$ cat config.mk
export PLATFORM = sky130hd
export DESIGN_NAME = telnet_line_receiver_top_flat
export DESIGN_NICKNAME = d
export VERILOG_FILES = /design/src/hw/rtl/tlr_pkg.sv /design/src/hw/rtl/tlr_stream_if.sv /design/src/hw/rtl/tlr_cfg_if.sv /design/src/hw/rtl/tlr_front.sv /design/src/hw/rtl/tlr_queue.sv /design/src/hw/rtl/telnet_line_receiver_top.sv /design/src/flat_wrapper.sv
export SDC_FILE = /design/constraint.sdc
export NUM_CORES = 1
export LEC_CHECK = 0
export ABC_AREA = 1
export BUFFER_PORTS_ARGS = -buffer_cell sky130_fd_sc_hd__buf_4
export CAP_MARGIN = 20
export CORE_MARGIN = 5
export CORE_UTILIZATION = 30
export CTS_CLUSTER_SIZE = 20
export DETAILED_ROUTE_END_ITERATION = 8
export PLACE_DENSITY = 0.44
export SKIP_CTS_REPAIR_TIMING = 1
export SYNTH_ARGS = -nofsm -noshare
export SYNTH_HDL_FRONTEND = slang
export SYNTH_SLANG_ARGS = --single-unit
$ cat constraint.sdc
create_clock -name clk -period 5.2 [get_ports clk]
set_clock_uncertainty 0.05 [all_clocks]
set_input_delay 0.26 -clock clk [delete_from_list [all_inputs] [get_ports clk]]
set_output_delay 0.26 -clock clk [all_outputs]
set_load 0.01 [all_outputs]
$ cat src/hw/rtl/tlr_pkg.sv
`timescale 1ns / 1ps
// ----------------------------------------------------------------------------
// tlr_pkg: shared types and constants for the telnet line receiver
// Event codes, terminal table and the word passed from front to back.
// ----------------------------------------------------------------------------
package tlr_pkg;

  localparam int LINE_BUFFER_DEF = 256;
  localparam int TTYPE_CHARS_DEF = 16;
  localparam int NTERMS = 13;

  localparam logic [2:0] EV_NONE   = 3'd0;
  localparam logic [2:0] EV_EC     = 3'd1;
  localparam logic [2:0] EV_EL     = 3'd2;
  localparam logic [2:0] EV_IP     = 3'd3;
  localparam logic [2:0] EV_TTREQ  = 3'd4;
  localparam logic [2:0] EV_EOR    = 3'd5;
  localparam logic [2:0] EV_SIZE   = 3'd6;
  localparam logic [2:0] EV_TTRECV = 3'd7;

  localparam logic [1:0] REG_DWIDTH = 2'd0;
  localparam logic [1:0] REG_DLINES = 2'd1;
  localparam logic [1:0] REG_DGA    = 2'd2;
  localparam logic [1:0] REG_PWD    = 2'd3;

  localparam logic [7:0] C_IAC = 8'd255;
  localparam logic [7:0] C_SB  = 8'd250;
  localparam logic [7:0] C_WILL = 8'd251;
  localparam logic [7:0] C_WONT = 8'd252;
  localparam logic [7:0] C_DO  = 8'd253;
  localparam logic [7:0] C_DONT = 8'd254;
  localparam logic [7:0] C_EC  = 8'd247;
  localparam logic [7:0] C_EL  = 8'd248;
  localparam logic [7:0] C_IP  = 8'd244;
  localparam logic [7:0] C_TTYPE = 8'd24;
  localparam logic [7:0] C_NAWS = 8'd31;
  localparam logic [7:0] C_ECHO = 8'd1;
  localparam logic [7:0] C_EORO = 8'd25;
  localparam logic [7:0] C_LF  = 8'd10;
  localparam logic [7:0] C_CR  = 8'd13;
  localparam logic [7:0] C_BS  = 8'd8;
  localparam logic [7:0] C_DEL = 8'd127;

  // result of one classified byte, front to back
  typedef struct packed {
    logic       char_valid;
    logic [7:0] char_byte;
    logic       echo;
    logic       line_ready;
    logic [7:0] line_length;
    logic [2:0] event_res;
    logic [3:0] term_code;
    logic [15:0] win_width;
    logic [15:0] win_height;
    logic [1:0] size_detected;
    logic [2:0] mode_flags;
  } tlr_word_t;

  function automatic int term_len(input int e);
    case (e)
      0, 5: term_len = 3;
      1: term_len = 4;
      4, 7, 8, 9, 11: term_len = 5;
      12: term_len = 7;
      default: term_len = 6;
    endcase
  endfunction

  function automatic logic [7:0] term_char(input int e, input int p);
    logic [55:0] s;
    case (e)
      0: s = "adm";
      1: s = "ansi";
      2: s = "cygwin";
      3: s = "hp2392";
      4: s = "linux";
      5: s = "sun";
      6: s = "tvi912";
      7: s = "vt100";
      8: s = "vt102";
      9: s = "vt220";
      10: s = "wyse30";
      11: s = "xterm";
      default: s = "unknown";
    endcase
    if (p >= term_len(e)) term_char = 8'd0;
    else term_char = s[8*(term_len(e)-1-p) +: 8];
  endfunction

  function automatic logic [3:0] term_cd(input int e);
    case (e)
      0: term_cd = 4'd1;
      1, 2, 4: term_cd = 4'd2;
      3: term_cd = 4'd3;
      5: term_cd = 4'd4;
      6: term_cd = 4'd5;
      7: term_cd = 4'd6;
      8: term_cd = 4'd7;
      9: term_cd = 4'd8;
      10: term_cd = 4'd9;
      11: term_cd = 4'd10;
      default: term_cd = 4'd0;
    endcase
  endfunction

  function automatic logic [7:0] lower8(input logic [7:0] c);
    lower8 = (c >= "A" && c <= "Z") ? c + 8'd32 : c;
  endfunction

endpackage

$ cat src/hw/rtl/tlr_stream_if.sv
`timescale 1ns / 1ps
// ----------------------------------------------------------------------------
// tlr_stream_if: valid/ready channel
// Carries one payload word per handshake.
// ----------------------------------------------------------------------------
interface tlr_stream_if #(parameter type payload_t = logic [7:0]);
  logic     valid;
  logic     ready;
  payload_t data;
  modport source (output valid, output data, input ready);
  modport sink (input valid, input data, output ready);
endinterface

$ cat src/hw/rtl/tlr_cfg_if.sv
`timescale 1ns / 1ps
// ----------------------------------------------------------------------------
// tlr_cfg_if: configuration write channel
// Register index and write data with valid/ready.
// ----------------------------------------------------------------------------
interface tlr_cfg_if;
  logic        valid;
  logic        ready;
  logic [1:0]  index;
  logic [15:0] wdata;
  modport source (output valid, output index, output wdata, input ready);
  modport sink (input valid, input index, input wdata, output ready);
endinterface

$ cat src/hw/rtl/tlr_front.sv
`timescale 1ns / 1ps
// ----------------------------------------------------------------------------
// tlr_front: byte parser
// Holds all parser state and classifies one byte per cycle, when in_fire accepts it, into a result word.
// ----------------------------------------------------------------------------
module tlr_front import tlr_pkg::*; #(
  parameter int LINE_BUFFER = LINE_BUFFER_DEF,
  parameter int TTYPE_CHARS = TTYPE_CHARS_DEF
) (
  input  logic        clk,
  input  logic        rst_n,
  input  logic        in_fire,
  input  logic [7:0]  in_byte,
  input  logic        cfg_fire,
  input  logic [1:0]  cfg_idx,
  input  logic [15:0] cfg_data,
  output tlr_word_t   word
);

  localparam int LW = $clog2(TTYPE_CHARS + 1);
  localparam int PW = $clog2(TTYPE_CHARS);
  localparam logic [7:0] LINE_MAX = 8'((LINE_BUFFER - 3 > 255) ? 255 : LINE_BUFFER - 3);

  typedef enum logic [3:0] {
    PH_DATA, PH_IAC, PH_SB, PH_TTQUAL, PH_TTNAME, PH_TTSE, PH_NAWS,
    PH_NAWSSE1, PH_NAWSSE2, PH_WILL, PH_WONT, PH_DO, PH_DONT
  } phase_t;

  phase_t phase_r, phase_nxt;
  logic [15:0] dw_r, dl_r;
  logic dga_r, pwd_r;
  logic [7:0] idx_r, idx_nxt;
  logic cr_r, cr_nxt, lf_r, lf_nxt;
  logic [1:0] ncnt_r, ncnt_nxt;
  logic nesc_r, nesc_nxt;
  logic [15:0] nw_r, nw_nxt, nl_r, nl_nxt;
  logic [LW-1:0] nlen_r, nlen_nxt, plen_r, plen_nxt;
  logic nclosed_r, nclosed_nxt;
  logic [NTERMS-1:0] tmv_r, tmv_nxt;
  logic [TTYPE_CHARS-1:0] same_r, same_nxt;
  logic [7:0] nbuf_r [TTYPE_CHARS];
  logic [7:0] prev_r [TTYPE_CHARS];
  logic [3:0] tt_r, tt_nxt;
  logic tdet_r, tdet_nxt;
  logic [15:0] wr_r, wr_nxt, lr_r, lr_nxt;
  logic [1:0] df_r, df_nxt;
  logic [2:0] md_r, md_nxt;
  logic nwrite, pcopy;
  logic [7:0] c;
  logic [15:0] wm, lm;
  logic hit;
  logic ended;
  tlr_word_t w;

  assign c = in_byte;

  always_comb begin
    phase_nxt = phase_r; idx_nxt = idx_r; cr_nxt = cr_r; lf_nxt = lf_r;
    ncnt_nxt = ncnt_r; nesc_nxt = nesc_r; nw_nxt = nw_r; nl_nxt = nl_r;
    nlen_nxt = nlen_r; plen_nxt = plen_r; nclosed_nxt = nclosed_r; tmv_nxt = tmv_r;
    same_nxt = same_r; tt_nxt = tt_r; tdet_nxt = tdet_r; wr_nxt = wr_r; lr_nxt = lr_r;
    df_nxt = df_r; md_nxt = md_r; nwrite = 1'b0; pcopy = 1'b0; ended = 1'b0; hit = 1'b0;
    wm = 16'd0; lm = 16'd0;
    w = '0;
    case (phase_r)
      PH_IAC: begin
        phase_nxt = PH_DATA;
        case (c)
          C_SB: phase_nxt = PH_SB;
          C_WILL: phase_nxt = PH_WILL;
          C_WONT: phase_nxt = PH_WONT;
          C_DO: phase_nxt = PH_DO;
          C_DONT: phase_nxt = PH_DONT;
          C_EC: begin
            if (idx_r != 8'd0) idx_nxt = idx_r - 8'd1;
            w.event_res = EV_EC;
          end
          C_EL: begin idx_nxt = 8'd0; w.event_res = EV_EL; end
          C_IP: w.event_res = EV_IP;
          default: ;
        endcase
      end
      PH_SB: begin
        if (c == C_TTYPE) phase_nxt = PH_TTQUAL;
        else if (c == C_NAWS) begin
          phase_nxt = PH_NAWS; ncnt_nxt = 2'd0; nesc_nxt = 1'b0;
          nw_nxt = 16'd0; nl_nxt = 16'd0;
        end else phase_nxt = PH_DATA;
      end
      PH_TTQUAL: begin
        if (c == 8'd0) begin
          phase_nxt = PH_TTNAME; nlen_nxt = '0; nclosed_nxt = 1'b0;
          tmv_nxt = '1; same_nxt = '1;
        end else phase_nxt = PH_DATA;
      end
      PH_TTNAME: begin
        if (c == C_IAC) begin
          phase_nxt = PH_TTSE;
          w.event_res = EV_TTRECV;
          for (int e = NTERMS - 1; e >= 0; e--) begin
            if (tmv_r[e] && nlen_r == LW'(term_len(e))) begin
              hit = 1'b1; tt_nxt = term_cd(e);
            end
          end
          if (hit) tdet_nxt = 1'b1;
          else if (!tdet_r) begin
            if (!(plen_r == nlen_r && &same_r)) w.event_res = EV_TTREQ;
            pcopy = 1'b1; plen_nxt = nlen_r;
          end
        end else if (!nclosed_r && nlen_r < LW'(TTYPE_CHARS)) begin
          if (c == 8'd0) nclosed_nxt = 1'b1;
          else begin
            for (int e = 0; e < NTERMS; e++)
              if (nlen_r >= LW'(term_len(e)) || lower8(c) != term_char(e, int'(nlen_r)))
                tmv_nxt[e] = 1'b0;
            for (int i = 0; i < TTYPE_CHARS; i++)
              if (nlen_r == LW'(i) && lower8(c) != lower8(prev_r[i])) same_nxt[i] = 1'b0;
            nwrite = 1'b1;
            nlen_nxt = nlen_r + LW'(1);
          end
        end
      end
      PH_TTSE: phase_nxt = PH_DATA;
      PH_NAWS: begin
        if (!nesc_r && c == C_IAC) nesc_nxt = 1'b1;
        else begin
          nesc_nxt = 1'b0;
          case (ncnt_r)
            2'd0: nw_nxt[15:8] = c;
            2'd1: nw_nxt[7:0] = c;
            2'd2: nl_nxt[15:8] = c;
            default: nl_nxt[7:0] = c;
          endcase
          if (ncnt_r == 2'd3) phase_nxt = PH_NAWSSE1;
          ncnt_nxt = ncnt_r + 2'd1;
        end
      end
      PH_NAWSSE1: phase_nxt = PH_NAWSSE2;
      PH_NAWSSE2: begin
        w.event_res = EV_SIZE; phase_nxt = PH_DATA;
        wm = nw_r - 16'd1; lm = nl_r - 16'd1;
        if (nw_r == 16'd0) wr_nxt = dw_r;
        else if (nw_r == 16'd1) begin wr_nxt = dw_r; df_nxt[0] = 1'b0; end
        else begin wr_nxt = wm; df_nxt[0] = 1'b1; end
        if (nl_r == 16'd0) lr_nxt = dl_r;
        else if (nl_r == 16'd1) begin lr_nxt = dl_r; df_nxt[1] = 1'b0; end
        else begin lr_nxt = lm; df_nxt[1] = 1'b1; end
        // a zero width or height with default below one also clears its flag
        if (nw_r == 16'd0 && dw_r == 16'd0) df_nxt[0] = 1'b0;
        if (nl_r == 16'd0 && dl_r == 16'd0) df_nxt[1] = 1'b0;
      end
      PH_WILL: begin
        if (c == C_TTYPE) w.event_res = EV_TTREQ;
        phase_nxt = PH_DATA;
      end
      PH_WONT: phase_nxt = PH_DATA;
      PH_DO: begin
        if (c == C_ECHO) md_nxt[0] = 1'b1;
        else if (c == C_EORO) begin
          md_nxt[1] = 1'b1; md_nxt[2] = 1'b0; w.event_res = EV_EOR;
        end
        phase_nxt = PH_DATA;
      end
      PH_DONT: begin
        if (c == C_ECHO) md_nxt[0] = 1'b0;
        else if (c == C_EORO) begin
          md_nxt[1] = 1'b0; if (dga_r) md_nxt[2] = 1'b1;
        end
        phase_nxt = PH_DATA;
      end
      default: begin
        phase_nxt = PH_DATA;
        if (c == C_IAC) begin
          cr_nxt = 1'b0; lf_nxt = 1'b0; phase_nxt = PH_IAC;
        end else if (c == C_LF) begin
          if (!cr_r) begin lf_nxt = 1'b1; ended = 1'b1; end
        end else if (c == C_CR) begin
          if (!lf_r) begin cr_nxt = 1'b1; ended = 1'b1; end
        end else begin
          cr_nxt = 1'b0; lf_nxt = 1'b0;
          if (c == C_BS || c == C_DEL || c == C_EC) begin
            if (idx_r != 8'd0) idx_nxt = idx_r - 8'd1;
            w.event_res = EV_EC;
          end else if (c > 8'd31 && c < 8'd128 && idx_r < LINE_MAX) begin
            w.char_byte = c; w.char_valid = 1'b1; idx_nxt = idx_r + 8'd1;
            w.echo = md_r[0] && !pwd_r;
          end
        end
      end
    endcase
    w.line_length = idx_nxt;
    if (ended) begin
      w.line_ready = 1'b1; w.line_length = idx_r; idx_nxt = 8'd0;
    end
    w.term_code = tt_nxt;
    w.win_width = wr_nxt;
    w.win_height = lr_nxt;
    w.size_detected = df_nxt;
    w.mode_flags = md_nxt;
  end

  assign word = w;

  always_ff @(posedge clk) begin
    if (!rst_n) begin
      dw_r <= 16'd80; dl_r <= 16'd24; dga_r <= 1'b1; pwd_r <= 1'b0;
    end else if (cfg_fire) begin
      case (cfg_idx)
        REG_DWIDTH: dw_r <= cfg_data;
        REG_DLINES: dl_r <= cfg_data;
        REG_DGA: dga_r <= cfg_data[0];
        REG_PWD: pwd_r <= cfg_data[0];
        default: ;
      endcase
    end
  end

  always_ff @(posedge clk) begin
    if (!rst_n) begin
      phase_r <= PH_DATA; idx_r <= '0; cr_r <= 1'b0; lf_r <= 1'b0;
      ncnt_r <= '0; nesc_r <= 1'b0; nw_r <= '0; nl_r <= '0;
      nlen_r <= '0; plen_r <= '0; nclosed_r <= 1'b0; tmv_r <= '1; same_r <= '1;
      tt_r <= '0; tdet_r <= 1'b0; wr_r <= 16'd80; lr_r <= 16'd24;
      df_r <= '0; md_r <= '0;
      for (int i = 0; i < TTYPE_CHARS; i++) prev_r[i] <= 8'd0;
    end else if (in_fire) begin
      phase_r <= phase_nxt; idx_r <= idx_nxt; cr_r <= cr_nxt; lf_r <= lf_nxt;
      ncnt_r <= ncnt_nxt; nesc_r <= nesc_nxt; nw_r <= nw_nxt; nl_r <= nl_nxt;
      nlen_r <= nlen_nxt; plen_r <= plen_nxt; nclosed_r <= nclosed_nxt;
      tmv_r <= tmv_nxt; same_r <= same_nxt; tt_r <= tt_nxt; tdet_r <= tdet_nxt;
      wr_r <= wr_nxt; lr_r <= lr_nxt; df_r <= df_nxt; md_r <= md_nxt;
      if (pcopy)
        for (int i = 0; i < TTYPE_CHARS; i++)
          if (LW'(i) < nlen_r) prev_r[i] <= nbuf_r[i];
    end
  end

  always_ff @(posedge clk) begin
    if (in_fire && nwrite) nbuf_r[nlen_r[PW-1:0]] <= c;
  end

endmodule

$ cat src/hw/rtl/tlr_queue.sv
`timescale 1ns / 1ps
// ----------------------------------------------------------------------------
// tlr_queue: two-entry result queue
// Decouples the parser from the output channel; full rate until output stalls fill it.
// ----------------------------------------------------------------------------
module tlr_queue import tlr_pkg::*; (
  input  logic      clk,
  input  logic      rst_n,
  input  logic      push,
  input  tlr_word_t push_data,
  output logic      can_push,
  output logic      out_valid,
  input  logic      out_ready,
  output tlr_word_t out_data
);

  tlr_word_t mem_r [2];
  logic wp_r, rp_r;
  logic [1:0] cnt_r;
  logic pop;

  assign pop = out_valid && out_ready;
  assign can_push = (cnt_r != 2'd2);
  assign out_valid = (cnt_r != 2'd0);
  assign out_data = mem_r[rp_r];

  always_ff @(posedge clk) begin
    if (!rst_n) begin
      wp_r <= 1'b0; rp_r <= 1'b0; cnt_r <= 2'd0;
    end else begin
      if (push) wp_r <= ~wp_r;
      if (pop) rp_r <= ~rp_r;
      cnt_r <= cnt_r + 2'(push) - 2'(pop);
    end
  end

  always_ff @(posedge clk) begin
    if (push) mem_r[wp_r] <= push_data;
  end

  a_no_over: assert property (@(posedge clk) disable iff (!rst_n)
    push |-> cnt_r != 2'd2) else $error("queue overflow");
  a_no_under: assert property (@(posedge clk) disable iff (!rst_n)
    pop |-> cnt_r != 2'd0) else $error("queue underflow");
  a_cnt: assert property (@(posedge clk) disable iff (!rst_n)
    (push && !pop) |=> cnt_r == $past(cnt_r) + 2'd1) else $error("count slip");

endmodule

$ cat src/hw/rtl/telnet_line_receiver_top.sv
`timescale 1ns / 1ps
// ----------------------------------------------------------------------------
// telnet_line_receiver_top: telnet receive parser
// Byte in, one result word out per byte.
// ----------------------------------------------------------------------------
// Channels: in (rx_byte), out (result word), cfg (index 0..3, 16-bit data).
// Every accepted byte yields exactly one result word, in order.
// Latency: the word is queued at the accept edge and, from an empty queue,
// is visible on out the next cycle. Throughput: one byte per cycle while out
// keeps up, set by the combinational parser step feeding a two-entry queue.
// When out stalls, the queue fills and in_ready drops after two words; it
// rises again the cycle after a word is taken.
// Reset (rst_n low, synchronous) clears the parser to plain data, the
// defaults to 80 by 24 with go-ahead on and password mode off, and
// empties the queue. cfg is always ready and should be written while idle.
// ----------------------------------------------------------------------------
module telnet_line_receiver_top import tlr_pkg::*; #(
  parameter int LINE_BUFFER = LINE_BUFFER_DEF,
  parameter int TTYPE_CHARS = TTYPE_CHARS_DEF
) (
  input logic clk,
  input logic rst_n,
  tlr_stream_if.sink   in_ch,
  tlr_stream_if.source out_ch,
  tlr_cfg_if.sink      cfg_ch
);

  logic in_fire, can_push;
  tlr_word_t word;

  assign in_ch.ready = can_push;
  assign in_fire = in_ch.valid && can_push;
  assign cfg_ch.ready = 1'b1;

  tlr_front #(.LINE_BUFFER(LINE_BUFFER), .TTYPE_CHARS(TTYPE_CHARS)) u_front (
    .clk(clk), .rst_n(rst_n), .in_fire(in_fire), .in_byte(in_ch.data),
    .cfg_fire(cfg_ch.valid), .cfg_idx(cfg_ch.index), .cfg_data(cfg_ch.wdata),
    .word(word)
  );

  tlr_queue u_queue (
    .clk(clk), .rst_n(rst_n), .push(in_fire), .push_data(word),
    .can_push(can_push), .out_valid(out_ch.valid), .out_ready(out_ch.ready),
    .out_data(out_ch.data)
  );

endmodule

$ cat src/flat_wrapper.sv
// flat-port wrapper written by rule: the top's interface ports become plain ports
module telnet_line_receiver_top_flat import tlr_pkg::*;
#(
  parameter int LINE_BUFFER = LINE_BUFFER_DEF,
  parameter int TTYPE_CHARS = TTYPE_CHARS_DEF
)
  (clk, rst_n, in_ch_valid, in_ch_data, in_ch_ready, out_ch_valid, out_ch_data, out_ch_ready, cfg_ch_valid, cfg_ch_index, cfg_ch_wdata, cfg_ch_ready);
  tlr_stream_if #(.payload_t(logic [7:0])) in_ch_i ();
  tlr_stream_if #(.payload_t(tlr_word_t)) out_ch_i ();
  tlr_cfg_if cfg_ch_i ();
  input logic clk;
  input logic rst_n;
  input wire logic [$bits(in_ch_i.valid)-1:0] in_ch_valid;
  input wire logic [$bits(in_ch_i.data)-1:0] in_ch_data;
  output wire logic [$bits(in_ch_i.ready)-1:0] in_ch_ready;
  output wire logic [$bits(out_ch_i.valid)-1:0] out_ch_valid;
  output wire logic [$bits(out_ch_i.data)-1:0] out_ch_data;
  input wire logic [$bits(out_ch_i.ready)-1:0] out_ch_ready;
  input wire logic [$bits(cfg_ch_i.valid)-1:0] cfg_ch_valid;
  input wire logic [$bits(cfg_ch_i.index)-1:0] cfg_ch_index;
  input wire logic [$bits(cfg_ch_i.wdata)-1:0] cfg_ch_wdata;
  output wire logic [$bits(cfg_ch_i.ready)-1:0] cfg_ch_ready;
  assign in_ch_i.valid = in_ch_valid;
  assign in_ch_i.data = in_ch_data;
  assign in_ch_ready = in_ch_i.ready;
  assign out_ch_valid = out_ch_i.valid;
  assign out_ch_data = out_ch_i.data;
  assign out_ch_i.ready = out_ch_ready;
  assign cfg_ch_i.valid = cfg_ch_valid;
  assign cfg_ch_i.index = cfg_ch_index;
  assign cfg_ch_i.wdata = cfg_ch_wdata;
  assign cfg_ch_ready = cfg_ch_i.ready;
  telnet_line_receiver_top #(.LINE_BUFFER(LINE_BUFFER), .TTYPE_CHARS(TTYPE_CHARS)) u_core (.clk(clk), .rst_n(rst_n), .in_ch(in_ch_i), .out_ch(out_ch_i), .cfg_ch(cfg_ch_i));
endmodule
==> results of run 1 <==
-- layout by cell type (no fill, tap or decap), drive strengths merged, types with 30 or more instances in the layout --
cell	netlist	routed
clkinv	4	30
o21ai	224	224
ha	44	44
xor2	56	56
edfxtp	382	382
nor2	474	474
buf	49	139
nand2	740	740
nand4	41	41
dfxtp	170	170
nand3	206	206
mux2	63	63
clkbuf	63	86
a21oi	138	138
inv	448	449
nor3	63	63
xnor2	33	33
-- area by class of cell --
class | count | area share, %
timing repair buffer | 160 | 3.93
clock inverter | 33 | 0.865
inverter | 452 | 5.21
multi-input combinational | 2214 | 34.2
antenna | 1 | 0.00765
tap | 1254 | 4.80
clock buffer | 86 | 5.47
sequential | 552 | 45.5
-- critical path, stage by stage, from the launching register on --
cell and delay, ns:
dfxtp_1 0.79, inv_1 0.37, ha_1 0.40, nand2_1 0.12, nor2_1 0.09, nand2_1 0.13, nand2_1 0.08, inv_1 0.06
nand3_1 0.09, nor3_2 0.18, nand3_1 0.14, nor2_2 0.32, nand2_1 0.12, nand2_1 0.37, inv_2 0.10, nand2_1 0.31
-- cells by family (layout without fill, tap and decap cells) --
family / after synthesis / count (layout) / synth area share (%)
AO/OA/AOI/OAI: 462 / 462 / 9.14
AND/OR/NAND/NOR: 1553 / 1553 / 23.1
flip-flops: 552 / 552 / 52.7
adder cells (fa/ha/maj): 44 / 44 / 1.95
multiplexers: 63 / 63 / 2.51
other: 2 / 4 / 0.0266
XOR/XNOR: 89 / 89 / 2.76
buffers and inverters: 564 / 731 / 7.84
-- power groups by stage --
stage	registers, uW	clock network [uW]	logic [uW]
2_1_floorplan	5280	0	1170
5_1_grt	5320	4800	2050
4_1_cts	5280	4630	1860
6_report	5280	4470	1840
3_3_place_gp	5370	0	1860
3_5_place_dp	5370	0	1860
-- final timing paths --
path / startpoint / end / slack, ns / depth (start not counted)
worst max-delay path: u_core.u_front.nlen_r[2] / u_core.u_front.prev_r[0][60] / 1.13 / 15
worst min-delay path: out_ch_ready / flop / -0.02 / 4
worst max register to register: u_core.u_front.nlen_r[2] / u_core.u_front.prev_r[0][60] / 1.13 / 15
worst min register to register: u_core.u_front.same_r[3] / u_core.u_front.same_r[3] / 0.39 / 2
-- layer usage --
layer,up-vias,track usage (%)
li1,11300,-
met1,10400,23.7
met2,522,27.1
met3,107,2.80
met4,0,4.06
met5,-,0
-- through the flow --
step                total power, uW  utilization, %
floorplan                      6450               -
global placement               7230            32.6
detailed placement             7230            32.6
CTS                           11800            34.8
global route                  12200            35.0
finish                        11600            35.0
==> metrics.txt, run 1 <==
crit path launch type flop; Mapped Area 28200 um^2; count leader, synth nand2_1; Post-synth ARST share 0%; RSZ-0062 raised after global routing no; CP required 5.40 ns; Routed WL 85900 um; Internal 8450 uW; final instance area 32700 um^2; fin crit share 78.2%; #FFs+latches synth 552; leakage 0.0139 uW; Commonest cells post-synth 730 x nand2_1, 453 x nor2_1, 429 x inv_1; Final WS setup 1.13 ns; worst-skew pair later-pin latency 0.60 ns; register area share after synthesis 52.7%; Nets 3522; failing checks negative hold slack; # setup viols final 0; Cells after Synth 3329; DRT Pass-1 Iters 8; layout cell share with drive strength beyond 1 10.4%; register area 14900 um^2; Rows 112; die width 317 um; post-synth top area share 40.6%; vias in the first global route 21.3k; WL per Instance 18.1 um; detailed-route DRC error count 0; largest net degree at the start of global routing 100; Post-synth EDFFs 382; synth top area cells edfxtp_1 41%, dfxtp_1 12%, nand2_1 9.7%; CTS root buffer clkbuf_16; CTS tree yes; first-pass GRT wire length 130000 um; Initial Util 30.3%; Core Region 93300 um^2; Fillers 9761; PwrDens 355 nW/um^2; Hold Vio Cnt, Final 3; GR Overflow Total 0; Slew @ Worst Pin 0.958 ns; Hold WS -0.0199 ns; Area growth syn-to-layout 15.7%; Die H 317 um; critical path class reg -> reg; sw frac 27.1%; GPL Wtd Cong 0.880; dpl ws 1.08 ns; critical path fanouts, max 15; wire length on met2 38700 um; switching pwr 3140 uW; placed cells 4610; area of the multi-input gates 11200 um^2; initial antenna violation count 5; TritonCTS Buffers 67; Clock Path Buffers 3; Metal-1 WL 40700 um; post-route insts no fill 4752; Fin Setup TNS 0 ns; Die Area 100000 um^2; Synthesis Warnings 0; element type at the critical path end flop; CTS clk-pin slew, worst paths 0.06 ns; Main synth FF type edfxtp_1; Final HPWL DP 58500 um; Max Cap Viol 0; routed via count 22.3k; clock network power share 38.6%; VDD IR max 0.173 mV; minimum clock period 4.07 ns; Syn Area/Cell 8.48 um^2; dominant cell type by area after synthesis edfxtp_1; Final Max Tran Viols 0; DR iter-0 viols 1684; DR top layer met4; run status finished with violations; Tightest Hold Check Type in -> reg; Slew headroom 35.5%; WP data arrival 4.27 ns; CTS H-tree lvls 3; Buffers on Ports 95; Reg power frac 45.5%; post-route ant nets 0; GRT Overall Usage 16.8%; routed wl met3 4780 um; via/cell ratio 4.70; DP Area 30400 um^2; Top-Level Pins 97; CTS sink cnt 552; Cell variety after synth 57; Logic pwr share 15.9%; Peak Freq 246 MHz
No activity file was read; power rests on OpenSTA's default activity.
==> run 2: changes to the inputs <==
ABC_AREA = 0   (was 1)
clock period = 3.9 ns   (was 5.2 ns; I/O delays follow)
==> run 2 against run 1 <==
Effect of this change:
- the flow still finishes with violations (negative hold slack)
- routed wire length up 0.15%
- critical path type unchanged
- clock power up 42%
- cell count shrank 15%
- cell area grew 0.18%
- maximum frequency up 23%
- flip-flop and latch count unchanged
- combinational power grew 2%
- area after synthesis fell by 0.97%
- count of clock-buffer cells in the layout grew 5
- total power grew 29%
- worst setup slack worse by 0.53 ns
- largest power group unchanged
==> metrics.txt, run 2 <==
first-pass GRT wire length 129000 um; WP data arrival 3.72 ns; clock network power share 42.5%; Logic pwr share 12.6%; largest family of logic cells by synthesized area simple AND/OR/NAND/NOR gates; run status finished with violations; Core Util, Final 35.2%; Reg power frac 44.9%; DRT Pass-1 Iters 7; Worst Hold Launch out_ch_ready; most common library cell in the layout ignoring fill and taps edfxtp_1; Fin Setup TNS 0 ns; Hold Path Depth 4; post-route ant nets 0; most frequent cells in the layout 382 x edfxtp_1, 250 x nand2_1, 178 x buf_4; post-synth top area share 41.0%; crit path launch type flop; GPL Wtd Cong 0.910; initial antenna violation count 0; Post-synth ARST share 0%; # setup viols final 0; final instance area 32800 um^2; element type at the critical path end flop; Max Cap Viol 0; CTS sink cnt 552; sw frac 25.3%; failing checks negative hold slack; Mapped Area 28000 um^2; reg-to-reg slack, setup 0.60 ns; Final HPWL DP 59700 um; Post-Synth XOR/XNOR Area 5.95%; Worst Setup SP u_core.u_front.nlen_r[0]; #FFs+latches synth 552; CTS H-tree lvls 3; Cell variety after synth 110; Critical R2R Capture u_core.u_front.prev_r[0][13]; count leader, synth edfxtp_1; Main synth FF type edfxtp_1; Internal 11200 uW; fin crit share 84.5%; VDD IR max 0.321 mV; Slew @ Worst Pin 1.17 ns; register area 14900 um^2; area share of fa/ha/maj cells after synthesis 1.97%; leakage 0.0117 uW; Hold WS -0.000363 ns; CTS tree yes; Syn Area/Cell 10.7 um^2; critical path fanouts, max 8; compound-gate portion of the synthesized area 13.0%; diodes inserted 0; mux cell area share after synthesis 4.46%; Die Area 99400 um^2; Nets 2800; vias in the first global route 20.2k; RSZ-0062 raised after global routing no; Peak Freq 303 MHz; CTS clk-pin slew, worst paths 0.06 ns; WL per Instance 21.3 um; via/cell ratio 5.20; switching pwr 3770 uW; Fillers 9226; Post-synth EDFFs 382; PwrDens 456 nW/um^2; worst r2r src u_core.u_front.nlen_r[0]; Rows 112; DP Area 30300 um^2; Clock Path Buffers 3; CP required 4.33 ns; critical path class reg -> reg; Die H 315 um; area of the multi-input gates 12300 um^2; Tightest Hold Check Type in -> reg; Post-Synth Simple-Gate Area 18.3%; dominant cell type by area after synthesis edfxtp_1; Synthesis Warnings 0; worst-skew pair later-pin latency 0.61 ns; largest net degree at the start of global routing 82; die width 315 um; R2R cell count 9; Top-Level Pins 97; DR iter-0 viols 1603; Final Max Tran Viols 0; Buffers on Ports 95; register area share after synthesis 53.2%; TritonCTS Buffers 68; synth top area cells edfxtp_1 41%, dfxtp_1 12%, nand2_1 3.4%; routed via count 21.0k; detailed-route DRC error count 0; Core Region 92900 um^2; CTS root buffer clkbuf_16; layout cell share with drive strength beyond 1 14.6%; WHS Endpoint u_core.u_queue.rp_r; Cells after Synth 2618; Area growth syn-to-layout 17.1%; Routed WL 86000 um; Commonest cells post-synth 382 x edfxtp_1, 251 x nand2_1, 170 x dfxtp_1; minimum clock period 3.30 ns; Hold Vio Cnt, Final 1; GRT Overall Usage 16.8%; GR Overflow Total 0; Slew headroom 21.6%; Initial Util 30.1%
run 2: cell types whose count changed after synthesis, sizes merged, moves of 29 or more:
cell	delta
xor2	+40
nand2	-488
nand3	-133
mux2i	+47
xnor2	+61
and3	+53
inv	-409
o21ai	-88
nor2	-304
o31ai	+29
and2	+127
clkbuf	+51
nor4	+30
run 2: critical path, cell delays in order, from the launching register on:
cell	delay (ns)
dfxtp_1	0.38
inv_1	0.14
ha_1	0.32
a22o_1	0.28
o21a_1	0.26
nor4_4	0.29
buf_4	0.19
nand3_1	0.49
nor2_1	0.54
and2_1	0.20
run 2: power groups by stage:
stage | registers, uW | logic (uW) | clock network, uW
2_1_floorplan | 6770 | 1110 | 0
3_3_place_gp | 6830 | 1880 | 0
3_5_place_dp | 6840 | 1890 | 0
4_1_cts | 6720 | 1900 | 6550
5_1_grt | 6740 | 2050 | 6770
6_report | 6710 | 1880 | 6350
run 2: cell type report:
class | instances | area share [%]
multi-input cells | 1860 | 37.5
well taps | 1254 | 4.79
flip-flops and latches | 552 | 45.4
clock inverters | 35 | 1.19
clock buffers | 91 | 5.68
repair buffers | 203 | 4.94
inverters | 40 | 0.458
run 2: worst max-delay path by stage:
stage | cells after the start | end | slack, ns
6_report | 9 | u_core.u_front.prev_r[0][13] | 0.60
5_1_grt | 9 | u_core.u_front.prev_r[1][14] | 0.37
4_1_cts | 9 | u_core.u_front.prev_r[1][12] | 0.58
3_5_place_dp | 9 | u_core.u_front.prev_r[1][12] | 0.60
3_3_place_gp | 9 | u_core.u_front.prev_r[1][33] | 0.63
2_1_floorplan | 12 | u_core.u_front.prev_r[1][16] | 0.07
run 2: cells by family (layout without fill, tap and decap cells):
family,Yosys count,count (layout)
buf+inv,207,369
fa+ha+maj,44,44
mux,116,116
other cells,2,3
flops,552,552
simple gates,965,965
compound gates,542,542
xor+xnor,190,190
run 2: per-layer routing:
metal / part of all wire (%) / track usage, %
met5: 0 / 0
met4: 2.7 / 4.96
met3: 6.5 / 3.32
met2: 45 / 26.6
met1: 46 / 23.5
run 2: metrics by stage:
step	total power, uW	hold slack [ns]	setup WS (ns)	instances
after CTS	15200	-0.274	0.579	4013
after floorplan	7890	0.244	0.0692	2619
after global routing	15600	0.0285	0.374	4035
after detailed placement	8730	0.393	0.604	3887
final	14900	-0.000363	0.604	4035
after global placement	8710	0.390	0.625	3886
==> run 3: changes to the inputs <==
PLACE_DENSITY = 0.46   (was 0.44)
clock period = 3 ns   (was 3.9 ns; I/O delays follow)
==> run 3 against run 2 <==
Effect of this change:
- the run now ends clean
- sequential power increased by 29%
- die area stayed put
- critical path depth stayed put
- clock power is 21% higher
- maximum frequency increased by 14%
- count of clock-buffer cells in the layout down 4
- routed wire length is 0.16% lower
- critical path type unchanged
- critical endpoint is now u_core.u_front.tmv_r[7]
- cell count grew 1.1%
- global-route usage down 0.13 points
- total power increased by 26%
- first-iteration DRC count is 2.9% lower
- highest routed layer unchanged
- via count is 0.54% lower
==> metrics.txt, run 3 (synthesis gave the netlist of run 2 again) <==
run status completed; worst r2r src u_core.u_front.nlen_r[2]; GR Overflow Total 0; element type at the critical path end flop; CP required 3.53 ns; Fillers 9214; Final HPWL DP 60500 um; Tightest Hold Check Type in -> reg; # setup viols final 0; Hold Vio Cnt, Final 0; CTS sink cnt 552; leakage 0.0119 uW; Peak Freq 346 MHz; most frequent cells in the layout 382 x edfxtp_1, 250 x nand2_1, 227 x buf_4; GPL Wtd Cong 0.917; R2R cell count 9; largest net degree at the start of global routing 88; slowest stage delay, CP 0.47 ns; CP Buf/Inv Count 2; RSZ-0062 raised after global routing no; final instance area 33100 um^2; die width 315 um; Critical R2R Capture u_core.u_front.tmv_r[7]; Die H 315 um; DRT Pass-1 Iters 6; CTS root buffer clkbuf_16; Final Max Tran Viols 0; Core Region 92900 um^2; Top Family by Delay on Critical Path compound AO/OA/AOI/OAI gates; Nets 2848; post-route insts no fill 4079; Rows 112; Slew headroom 34.0%; Die Area 99400 um^2; VDD IR max 0.460 mV; routed via count 20.9k; CTS tree yes; Slew @ Worst Pin 0.990 ns; critical path fanouts, max 12; DP Area 30800 um^2; Area growth syn-to-layout 18.5%; Clock Path Buffers 3; fin crit share 96.4%; Routed WL 85900 um; post-route ant nets 0; crit-path most repeated cell buf_4; critical path class reg -> reg; first-pass GRT wire length 128000 um; PwrDens 570 nW/um^2; worst-skew pair later-pin latency 0.65 ns; Hold WS 0.0141 ns; GRT Overall Usage 16.7%; layout cell share with drive strength beyond 1 16.6%; placed cells 3942; Top-Level Pins 97; WP depth 9; CTS clk-pin slew, worst paths 0.06 ns; via/cell ratio 5.11; WL per Instance 21.1 um; Initial Util 30.1%; detailed-route DRC error count 0; reg-to-reg slack, setup 0.11 ns; most common library cell in the layout ignoring fill and taps edfxtp_1; Worst Setup SP u_core.u_front.nlen_r[2]; WP data arrival 3.42 ns; slowest CP cell a221oi_1; CP cell instances buf_4 -> ha_2 -> nand2b_1 -> a221oi_1 -> buf_4 -> and2_1 -> a41oi_1 -> nor4b_2 -> a41o_1; critical path endpoint u_core.u_front.tmv_r[7]; Max Cap Viol 0; TritonCTS Buffers 60; vias in the first global route 20.1k; Buffers on Ports 95; crit path launch type flop; minimum clock period 2.89 ns; initial antenna violation count 2; CTS H-tree lvls 2; DR iter-0 viols 1557
run 3: cell count changes in the layout (fill, tap and decap cells not counted), sizes merged, moves of 3 or more:
cell and change:
inv -3, clkinv -8, buf +55, clkbuf -4
run 3: tightest hold or removal path, delay by kind of cell:
family / cells / cell delay [ns]
buffers and inverters: 1 / 0.21
xor gates and xnor gates: 1 / 0.17
and+or+nand+nor: 1 / 0.05
AOI/OAI and AO/OA: 1 / 0.05
run 3: worst min path at each step:
stage / start / endpoint / cells past startpoint
after floorplan: in_ch_data[0] / u_core.u_front.nbuf_r[0][0] / 0
after global placement: cfg_ch_wdata[3] / u_core.u_front.dl_r[3] / 3
after detailed placement: cfg_ch_wdata[3] / u_core.u_front.dl_r[3] / 3
after CTS: cfg_ch_wdata[3] / u_core.u_front.dl_r[3] / 3
after global routing: out_ch_ready / u_core.u_queue.rp_r / 4
final: in_ch_data[0] / u_core.u_front.tmv_r[0] / 4
run 3: per-stage QoR:
step                      setup WS [ns]  util [%]  TNS [ns]  total power [uW]
after global routing           0.000403      35.7         0             19700
after detailed placement        -0.0294      33.2   -0.0294             11400
after CTS                        0.0363      35.4         0             19100
after global placement          -0.0722      33.2   -0.0722             11400
final                             0.109      35.7         0             18900
after floorplan                  0.0199         -         0             10300
run 3: per-layer routing:
metal | GRT usage [%] | vias to the layer above | share of wire, %
li1 | - | 10000 | -
met1 | 23.7 | 10100 | 46
met2 | 26.6 | 604 | 46
met3 | 2.39 | 135 | 5.4
met4 | 4.84 | 0 | 2.8
met5 | 0 | - | 0
run 3: report_power, final:
part / leakage, uW / total, uW / internal (uW) / switching (uW)
Clock: 0.000988 / 7660 / 4550 / 3110
Combinational: 0.00589 / 2560 / 1100 / 1450
Sequential: 0.00504 / 8680 / 8530 / 150
Total: 0.0119 / 18900 / 14200 / 4710
run 3: cell type report:
| cell class | count | area [um^2] | area share, % |
|---|---|---|---|
| Clock inverter | 26 | 337 | 1.02 |
| Clock buffer | 87 | 1700 | 5.14 |
| Tap cell | 1254 | 1570 | 4.73 |
| Sequential cell | 552 | 14900 | 44.9 |
| Antenna cell | 1 | 2.50 | 0.00755 |
| Multi-Input combinational cell | 1860 | 12400 | 37.4 |
| Timing Repair Buffer | 259 | 2100 | 6.34 |
| Inverter | 40 | 150 | 0.453 |
